==> config.mk <==
export PLATFORM = sky130hd
export DESIGN_NAME = file_transfer_packet_parser
export DESIGN_NICKNAME = d
export VERILOG_FILES = /design/src/hdl/ftpp_pkg.sv /design/src/hdl/file_transfer_packet_parser.sv /design/src/hdl/ftpp_front.sv /design/src/hdl/ftpp_queue.sv /design/src/hdl/ftpp_back.sv
export SDC_FILE = /design/constraint.sdc
export NUM_CORES = 1
export LEC_CHECK = 0
export BUFFER_PORTS_ARGS = -buffer_cell sky130_fd_sc_hd__buf_2
export CAP_MARGIN = 25
export CORE_AREA = 2 2 229 141
export DETAILED_ROUTE_END_ITERATION = 7
export DIE_AREA = 0 0 231 143
export GPL_TIMING_DRIVEN = 1
export PLACE_DENSITY = 0.77
export SLEW_MARGIN = 10
export SYNTH_ARGS = -nofsm -noshare
export SYNTH_HDL_FRONTEND = slang
export SYNTH_SLANG_ARGS = --single-unit
==> constraint.sdc <==
create_clock -name clk -period 13.26 [get_ports clk]
set_clock_uncertainty 0.05 [all_clocks]
set_input_delay 3.315 -clock clk [delete_from_list [all_inputs] [get_ports clk]]
set_output_delay 3.315 -clock clk [all_outputs]
set_load 0.05 [all_outputs]
==> src/hdl/ftpp_pkg.sv <==
`default_nettype none
package ftpp_pkg;

  localparam int QueueDepth = 4;
  localparam int QueuePtrW  = $clog2(QueueDepth);
  localparam int QueueCntW  = $clog2(QueueDepth + 1);

  localparam logic [7:0] CTRL_START = 8'd1;
  localparam logic [7:0] CTRL_DATA  = 8'd2;
  localparam logic [7:0] CTRL_END   = 8'd3;
  localparam logic [7:0] TLV_SIZE   = 8'd0;
  localparam logic [7:0] TLV_NAME   = 8'd1;

  localparam logic [2:0] KIND_PAYLOAD   = 3'd0;
  localparam logic [2:0] KIND_FILENAME  = 3'd1;
  localparam logic [2:0] KIND_START     = 3'd2;
  localparam logic [2:0] KIND_END       = 3'd3;
  localparam logic [2:0] KIND_DATA      = 3'd4;
  localparam logic [2:0] KIND_MALFORMED = 3'd5;

  typedef enum logic [3:0] {
    PH_CTRL    = 4'd0,
    PH_TYPE    = 4'd1,
    PH_LEN     = 4'd2,
    PH_VAL     = 4'd3,
    PH_SEQ     = 4'd4,
    PH_LHI     = 4'd5,
    PH_LLO     = 4'd6,
    PH_PAYLOAD = 4'd7,
    PH_TRAIL   = 4'd8,
    PH_SKIP    = 4'd9
  } phase_t;

  typedef struct packed {
    logic [7:0] byte_value;
    logic       end_of_packet;
  } in_item_t;

  typedef struct packed {
    logic [2:0]  kind;
    logic [7:0]  out_byte;
    logic [31:0] size_value;
    logic [7:0]  sequence_res;
    logic [15:0] data_length;
    logic        last;
  } out_item_t;

  // What one input byte asks the back end to emit: an optional passed-out
  // byte, then an optional closing result.
  typedef struct packed {
    logic        has_byte;
    logic [2:0]  byte_kind;
    logic [7:0]  byte_val;
    logic        has_close;
    logic [2:0]  close_kind;
    logic [31:0] size_value;
    logic [7:0]  seq;
    logic [15:0] length;
  } action_t;

endpackage
`default_nettype wire

==> src/hdl/file_transfer_packet_parser.sv <==
// File-transfer packet parser.
// Input channel (in_valid/in_ready/in_item): one packet byte per item, with
// end_of_packet set on the last byte. Output channel (out_valid/out_ready/
// out_item): passed-out payload or filename bytes and one closing result per
// packet (start/end/data done or malformed); last marks the final result
// caused by an input byte.
// Front end: the packet state machine; takes one byte per cycle while the queue
// has room and turns it into an action record (up to one byte result plus one
// closing result). Header bytes produce no record unless they end the packet.
// Queue: four records between front and back, so each side stalls alone.
// Back end: drains records into a registered output, one result per cycle while the receiver is ready.
// A result passes through the queue and then the registered output. Throughput:
// one byte per cycle while the queue has room; a byte that yields two
// results (payload or filename byte on the last byte) sends them one after
// the other through the single output register.
// Reset (rst, synchronous): parser back to expecting a control byte, the
// retained file size cleared, queue and output emptied.
// Receiver stall: the output register holds; the queue fills, then in_ready
// drops until space frees up.
`default_nettype none
module file_transfer_packet_parser (
  input  wire logic                 clk,
  input  wire logic                 rst,
  input  wire logic                 in_valid,
  output logic                      in_ready,
  input  wire ftpp_pkg::in_item_t   in_item,
  output logic                      out_valid,
  input  wire logic                 out_ready,
  output ftpp_pkg::out_item_t       out_item
);
  import ftpp_pkg::*;

  logic    q_full, q_push, q_pop, q_head_valid;
  action_t q_push_data, q_head;

  ftpp_front u_front (
    .clk      (clk),
    .rst      (rst),
    .in_valid (in_valid),
    .in_ready (in_ready),
    .in_item  (in_item),
    .q_full   (q_full),
    .q_push   (q_push),
    .q_data   (q_push_data)
  );

  ftpp_queue u_queue (
    .clk        (clk),
    .rst        (rst),
    .push       (q_push),
    .push_data  (q_push_data),
    .full       (q_full),
    .pop        (q_pop),
    .head_valid (q_head_valid),
    .head       (q_head)
  );

  ftpp_back u_back (
    .clk        (clk),
    .rst        (rst),
    .head_valid (q_head_valid),
    .head       (q_head),
    .pop        (q_pop),
    .out_valid  (out_valid),
    .out_ready  (out_ready),
    .out_item   (out_item)
  );

endmodule
`default_nettype wire

==> src/hdl/ftpp_front.sv <==
`default_nettype none
module ftpp_front (
  input  wire logic              clk,
  input  wire logic              rst,
  input  wire logic              in_valid,
  output logic                   in_ready,
  input  wire ftpp_pkg::in_item_t in_item,
  input  wire logic              q_full,
  output logic                   q_push,
  output ftpp_pkg::action_t      q_data
);
  import ftpp_pkg::*;

  phase_t      phase, phase_next;
  logic [1:0]  packet_class, packet_class_next;
  logic [7:0]  field_type, field_type_next;
  logic [15:0] bytes_left, bytes_left_next;
  logic [31:0] size_accum, size_accum_next;
  logic [2:0]  size_bytes_seen, size_bytes_seen_next;
  logic [7:0]  seq_held, seq_held_next;
  logic [15:0] length_held, length_held_next;
  logic        accept;
  logic [7:0]  b;
  action_t     act;

  assign in_ready = !q_full;
  assign accept   = in_valid && in_ready;
  assign b        = in_item.byte_value;

  always_comb begin
    phase_next           = phase;
    packet_class_next    = packet_class;
    field_type_next      = field_type;
    bytes_left_next      = bytes_left;
    size_accum_next      = size_accum;
    size_bytes_seen_next = size_bytes_seen;
    seq_held_next        = seq_held;
    length_held_next     = length_held;
    act                  = '0;

    case (phase)
      PH_CTRL: begin
        if (b == CTRL_START || b == CTRL_END) begin
          packet_class_next = b[1:0];
          phase_next        = PH_TYPE;
        end else if (b == CTRL_DATA) begin
          packet_class_next = b[1:0];
          phase_next        = PH_SEQ;
        end else begin
          packet_class_next = 2'd0;
          phase_next        = PH_SKIP;
        end
      end
      PH_TYPE: begin
        field_type_next = b;
        phase_next      = PH_LEN;
      end
      PH_LEN: begin
        bytes_left_next = {8'd0, b};
        if (field_type == TLV_SIZE) begin
          size_accum_next      = '0;
          size_bytes_seen_next = '0;
        end
        phase_next = (b != 8'd0) ? PH_VAL : PH_TYPE;
      end
      PH_VAL: begin
        if (field_type == TLV_NAME) begin
          act.has_byte  = 1'b1;
          act.byte_kind = KIND_FILENAME;
          act.byte_val  = b;
        end else if (field_type == TLV_SIZE && size_bytes_seen < 3'd4) begin
          size_accum_next      = {size_accum[23:0], b};
          size_bytes_seen_next = size_bytes_seen + 3'd1;
        end
        bytes_left_next = bytes_left - 16'd1;
        if (bytes_left_next == 16'd0) phase_next = PH_TYPE;
      end
      PH_SEQ: begin
        seq_held_next = b;
        phase_next    = PH_LHI;
      end
      PH_LHI: begin
        length_held_next = {b, 8'd0};
        phase_next       = PH_LLO;
      end
      PH_LLO: begin
        length_held_next = {length_held[15:8], b};
        bytes_left_next  = length_held_next;
        phase_next       = (length_held_next != 16'd0) ? PH_PAYLOAD : PH_TRAIL;
      end
      PH_PAYLOAD: begin
        act.has_byte    = 1'b1;
        act.byte_kind   = KIND_PAYLOAD;
        act.byte_val    = b;
        bytes_left_next = bytes_left - 16'd1;
        if (bytes_left_next == 16'd0) phase_next = PH_TRAIL;
      end
      default: begin
      end
    endcase

    if (in_item.end_of_packet) begin
      act.has_close = 1'b1;
      if ((packet_class_next == CTRL_START[1:0] ||
           packet_class_next == CTRL_END[1:0]) && phase_next == PH_TYPE) begin
        act.close_kind = (packet_class_next == CTRL_START[1:0]) ? KIND_START
                                                                : KIND_END;
        act.size_value = size_accum_next;
      end else if (packet_class_next == CTRL_DATA[1:0] && phase_next == PH_TRAIL) begin
        act.close_kind = KIND_DATA;
        act.seq        = seq_held_next;
        act.length     = length_held_next;
      end else begin
        act.close_kind = KIND_MALFORMED;
      end
      phase_next = PH_CTRL;
    end
  end

  assign q_push = accept && (act.has_byte || act.has_close);
  assign q_data = act;

  always_ff @(posedge clk) begin
    if (rst) begin
      phase           <= PH_CTRL;
      packet_class    <= '0;
      field_type      <= '0;
      bytes_left      <= '0;
      size_accum      <= '0;
      size_bytes_seen <= '0;
      seq_held        <= '0;
      length_held     <= '0;
    end else if (accept) begin
      phase           <= phase_next;
      packet_class    <= packet_class_next;
      field_type      <= field_type_next;
      bytes_left      <= bytes_left_next;
      size_accum      <= size_accum_next;
      size_bytes_seen <= size_bytes_seen_next;
      seq_held        <= seq_held_next;
      length_held     <= length_held_next;
    end
  end

endmodule
`default_nettype wire

==> src/hdl/ftpp_queue.sv <==
`default_nettype none
module ftpp_queue (
  input  wire logic              clk,
  input  wire logic              rst,
  input  wire logic              push,
  input  wire ftpp_pkg::action_t push_data,
  output logic                   full,
  input  wire logic              pop,
  output logic                   head_valid,
  output ftpp_pkg::action_t      head
);
  import ftpp_pkg::*;

  action_t               entries [QueueDepth];
  logic [QueuePtrW-1:0]  wr_ptr, rd_ptr;
  logic [QueueCntW-1:0]  count;
  logic                  do_push, do_pop;

  assign full       = (count == QueueCntW'(QueueDepth));
  assign head_valid = (count != '0);
  assign head       = entries[rd_ptr];
  assign do_push    = push && !full;
  assign do_pop     = pop && head_valid;

  always_ff @(posedge clk) begin
    if (do_push) entries[wr_ptr] <= push_data;
  end

  always_ff @(posedge clk) begin
    if (rst) begin
      wr_ptr <= '0;
      rd_ptr <= '0;
      count  <= '0;
    end else begin
      if (do_push) wr_ptr <= wr_ptr + 1'b1;
      if (do_pop)  rd_ptr <= rd_ptr + 1'b1;
      case ({do_push, do_pop})
        2'b10:   count <= count + 1'b1;
        2'b01:   count <= count - 1'b1;
        default: count <= count;
      endcase
    end
  end

endmodule
`default_nettype wire

==> src/hdl/ftpp_back.sv <==
`default_nettype none
module ftpp_back (
  input  wire logic              clk,
  input  wire logic              rst,
  input  wire logic              head_valid,
  input  wire ftpp_pkg::action_t head,
  output logic                   pop,
  output logic                   out_valid,
  input  wire logic              out_ready,
  output ftpp_pkg::out_item_t    out_item
);
  import ftpp_pkg::*;

  logic      byte_done;   // passed-out byte of head entry already sent
  logic      load;
  logic      send_byte;
  out_item_t res;

  assign load      = head_valid && (!out_valid || out_ready);
  assign send_byte = head.has_byte && !byte_done;
  assign pop       = load && !(send_byte && head.has_close);

  always_comb begin
    res = '0;
    if (send_byte) begin
      res.kind     = head.byte_kind;
      res.out_byte = head.byte_val;
      res.last     = !head.has_close;
    end else begin
      res.kind         = head.close_kind;
      res.size_value   = head.size_value;
      res.sequence_res = head.seq;
      res.data_length  = head.length;
      res.last         = 1'b1;
    end
  end

  always_ff @(posedge clk) begin
    if (load) out_item <= res;
  end

  always_ff @(posedge clk) begin
    if (rst) begin
      out_valid <= 1'b0;
      byte_done <= 1'b0;
    end else begin
      if (load) out_valid <= 1'b1;
      else if (out_ready) out_valid <= 1'b0;
      if (load) byte_done <= send_byte && head.has_close;
    end
  end

endmodule
`default_nettype wire

==> key figures <==
Cells and area
  • Most common cell after layout, fill and taps aside: edfxtp_1
  • Commonest cells after routing, fill and taps aside: edfxtp_1 (348), nor2_1 (124), dfxtp_1 (98)
  • Layout overhead on the synthesized area: 11.75%
  • Layout Cell Area excl Fill: 20420 sq um
  • Total Nets Final: 1312
  • Ant diodes: 0
  • Util after Layout: 66.35%
  • Layout cells sized above 1: 21.74%

Critical path
  • Crit Reg-Reg Endpoint: u_queue.entries[3][52]
  • CP arrival: between 6 and 7 ns
  • Crit-path max FO: 33
  • Startpoint Class: input pin
  • Reg2Reg Launch Point: u_front.phase[0]
  • WP data required: 13.54 ns
  • Setup crit start: in_item[3]
  • Worst Setup End Kind: register
  • Worst R2R Setup Slack: 8.63 ns
  • R2R depth: 7
  • Crit path capture: u_queue.entries[3][24]
  • Crit Path Category: in -> reg

Yosys
  • Area leader, netlist: edfxtp_1
  • Post-synthesis net count: 1251
  • Ys async rst share: 0%
  • Post-synth EDFFs: around 350
  • Synth warn: 0
  • Unique masters post-synth: 67
  • Main flop type after synthesis: edfxtp_1
  • Post-synthesis register bit count: 448
  • Top cells by area, synth: edfxtp_1 (57%), dfxtp_1 (11%), mux4_2 (8.6%)
  • Syn_area_per_cell: about 15 sq um
  • Top cell type's share of synthesized area: 57.19%
  • Syn Inst Count: ~1200
  • Sequential share of the synthesized area: between 60% and 70%
  • Syn Std Cell Area: 18270 sq um

Power
  • Power Density: slightly above 200 nW/um^2
  • Max IR drop VDD: between 0.00015 and 0.0002 V
  • Pleak: between 6 and 7 nW

Clock network
  • H-tree levels: 2
  • CTS buffer count: 40
  • Latest clock arrival within the worst-skew pair: 0.54 ns
  • Post-CTS sizing: 0
  • Sink Count: approximately 450
  • Clock transition at path regs: 0.07 ns
  • Postcts setup bufs: 0
  • CTS tree: yes
  • Root Driver: clkbuf_16
  • CTS Hold Bufs: 0
  • Maximum clock path buffer count: 3

Drt
  • Vias per cell: 6.198
  • Final WL: just under 40000 um
  • Initial DRC Count: 1218
  • Drt first pass iters: 5
  • Post-route ant nets: 0
  • Post-route DRC violation count: 0
  • DR vias: 10760
  • Routed wire per std cell: 22.68 um

STA
  • Worst slew margin: approximately 33%
  • Final worst setup slack: just over 7 ns
  • Max frequency: 167.1 MHz
  • Final Hold Vio Count: 0
  • Worst-margin pin slew: between 0.9 and 1 ns
  • Final Cycle Share: 45.14%
  • Count of pins over their slew limit: 0
  • RSZ-0062 raised after global routing: no
  • Setup tns final: 0 ns
  • Final setup fails: 0
  • Post-layout min period: roughly 6.0 ns

Worst hold path
  • HP Class: reg -> reg

Place
  • Routability congestion estimate from global placement: 0.8684
  • Buffers added on ports: 82
  • Post-DP HPWL: 23820 um
  • Placed cell areas: 18990 sq um
  • Pre-CTS WS: approximately 6.8 ns

Floorplanning
  • Initial Util: between 50% and 60%
  • Die height: 143 um
  • Ports: 83
  • Die area: 33030 sq um
  • Die X: 231 um
  • Core ar.: 30780 sq um
  • Cell Rows: 50

Job
  • Max-cap viol count: 0

GRT
  • Total Routing Usage GR: 24.57%
  • Vias in the first global route: 10160
  • Largest net degree at the start of global routing: 100
  • Initial antenna violation count: 1
  • First-pass GRT wire length: 61120 um
  • Grt total ovfl: 0

Outcome
  • Outcome: finished, final reports clean
-- worst max-delay path, stage by stage --
cell      delay (ns)
buf_2           0.22
nor4_2          0.49
nand4_1         0.27
a22o_1          0.30
a22oi_1         0.28
nand3b_1        0.15
or4_4           0.83
nor2_1          0.39
-- synthesized netlist by cell type (4+ instances only) --
cell,count
a211oi_1,5
a21oi_1,48
a221oi_1,4
a22oi_1,91
and2_1,22
buf_1,6
clkbuf_1,68
dfxtp_1,100
edfxtp_1,348
ha_1,8
inv_1,15
mux2i_1,19
mux4_2,70
nand2_1,74
nand2b_1,5
nand3_1,9
nor2_1,125
nor2_4,29
nor2b_1,67
nor3_1,17
nor4_1,8
o21ai_0,16
xor2_1,5
-- power by group --
part	internal [mW]	switching [mW]	leakage, nW	total [mW]
clock network	0.694	0.498	0.662	1.19
registers	1.75	0.0792	4.26	1.83
logic	0.360	0.822	1.95	1.18
-- state kept, by name, summed over array words and instances, names as in the netlist, named ones only --
signal / cells
u_back.byte_done: 1
u_queue.rd_ptr: 2
u_front.bytes_left: 16
u_front.length_held: 16
u_back.out_item: 68
u_front.packet_class: 2
u_front.size_bytes_seen: 3
u_queue.wr_ptr: 2
u_front.size_accum: 32
u_front.field_type: 8
u_front.phase: 4
u_front.seq_held: 8
u_back.out_valid: 1
u_queue.entries: 280
u_queue.count: 3
-- how the worst min path moves through the flow --
stage / from / endpoint / slack [ns] / cells past startpoint
2_1_floorplan: u_front.size_bytes_seen[1] / u_front.size_bytes_seen[1] / 0.39 / 2
3_3_place_gp: u_front.seq_held[7] / u_front.seq_held[7] / 0.39 / 2
3_5_place_dp: u_front.seq_held[0] / u_front.seq_held[0] / 0.40 / 2
4_1_cts: u_front.seq_held[0] / u_front.seq_held[0] / 0.41 / 2
5_1_grt: u_front.seq_held[1] / u_front.seq_held[1] / 0.43 / 2
6_report: u_front.seq_held[7] / u_front.seq_held[7] / 0.41 / 2
-- cells by family (layout without fill, tap and decap cells) --
family / count (synthesis) / in the layout / synth area share [%]
flops: 448 / 448 / 68.14
buf+inv: 99 / 190 / 2.424
simple gates: 384 / 384 / 11.43
mux: 90 / 90 / 9.730
fa+ha+maj: 9 / 9 / 0.6573
xor+xnor: 8 / 8 / 0.3834
compound gates: 191 / 191 / 7.230
-- cell type report --
| cell class | count | area, sq um |
|---|---|---|
| Multi-Input combinational cell | 682 | 5411 |
| Timing Repair Buffer | 102 | 620.6 |
| Clock buffer | 58 | 1170 |
| Sequential cell | 448 | 12460 |
| Inverter | 16 | 60.06 |
| Fill cell | 2147 | 10360 |
| Tap cell | 416 | 520.5 |
| Clock inverter | 14 | 181.4 |
-- per-layer routing --
metal  share of wire, %  global-route usage (%)  up-vias
met5              0.033                       0        -
met4                1.7                   6.044        2
met3                9.0                   4.992       64
met2                 43                   34.41      547
met1                 47                   39.42     5378
li1                   -                       -     4768
-- metrics by stage --
stage                     hold slack (ns)  total power [mW]  std cells
after CTS                          0.4077             4.225       1733
after detailed placement           0.3984             3.038       1661
after global routing               0.4251             4.369       1736
final                              0.4104             4.200       1736
after floorplan                    0.3856             2.774       1229
after global placement             0.3928             3.023       1660
Note: power is estimated with default switching activity, not from simulation.
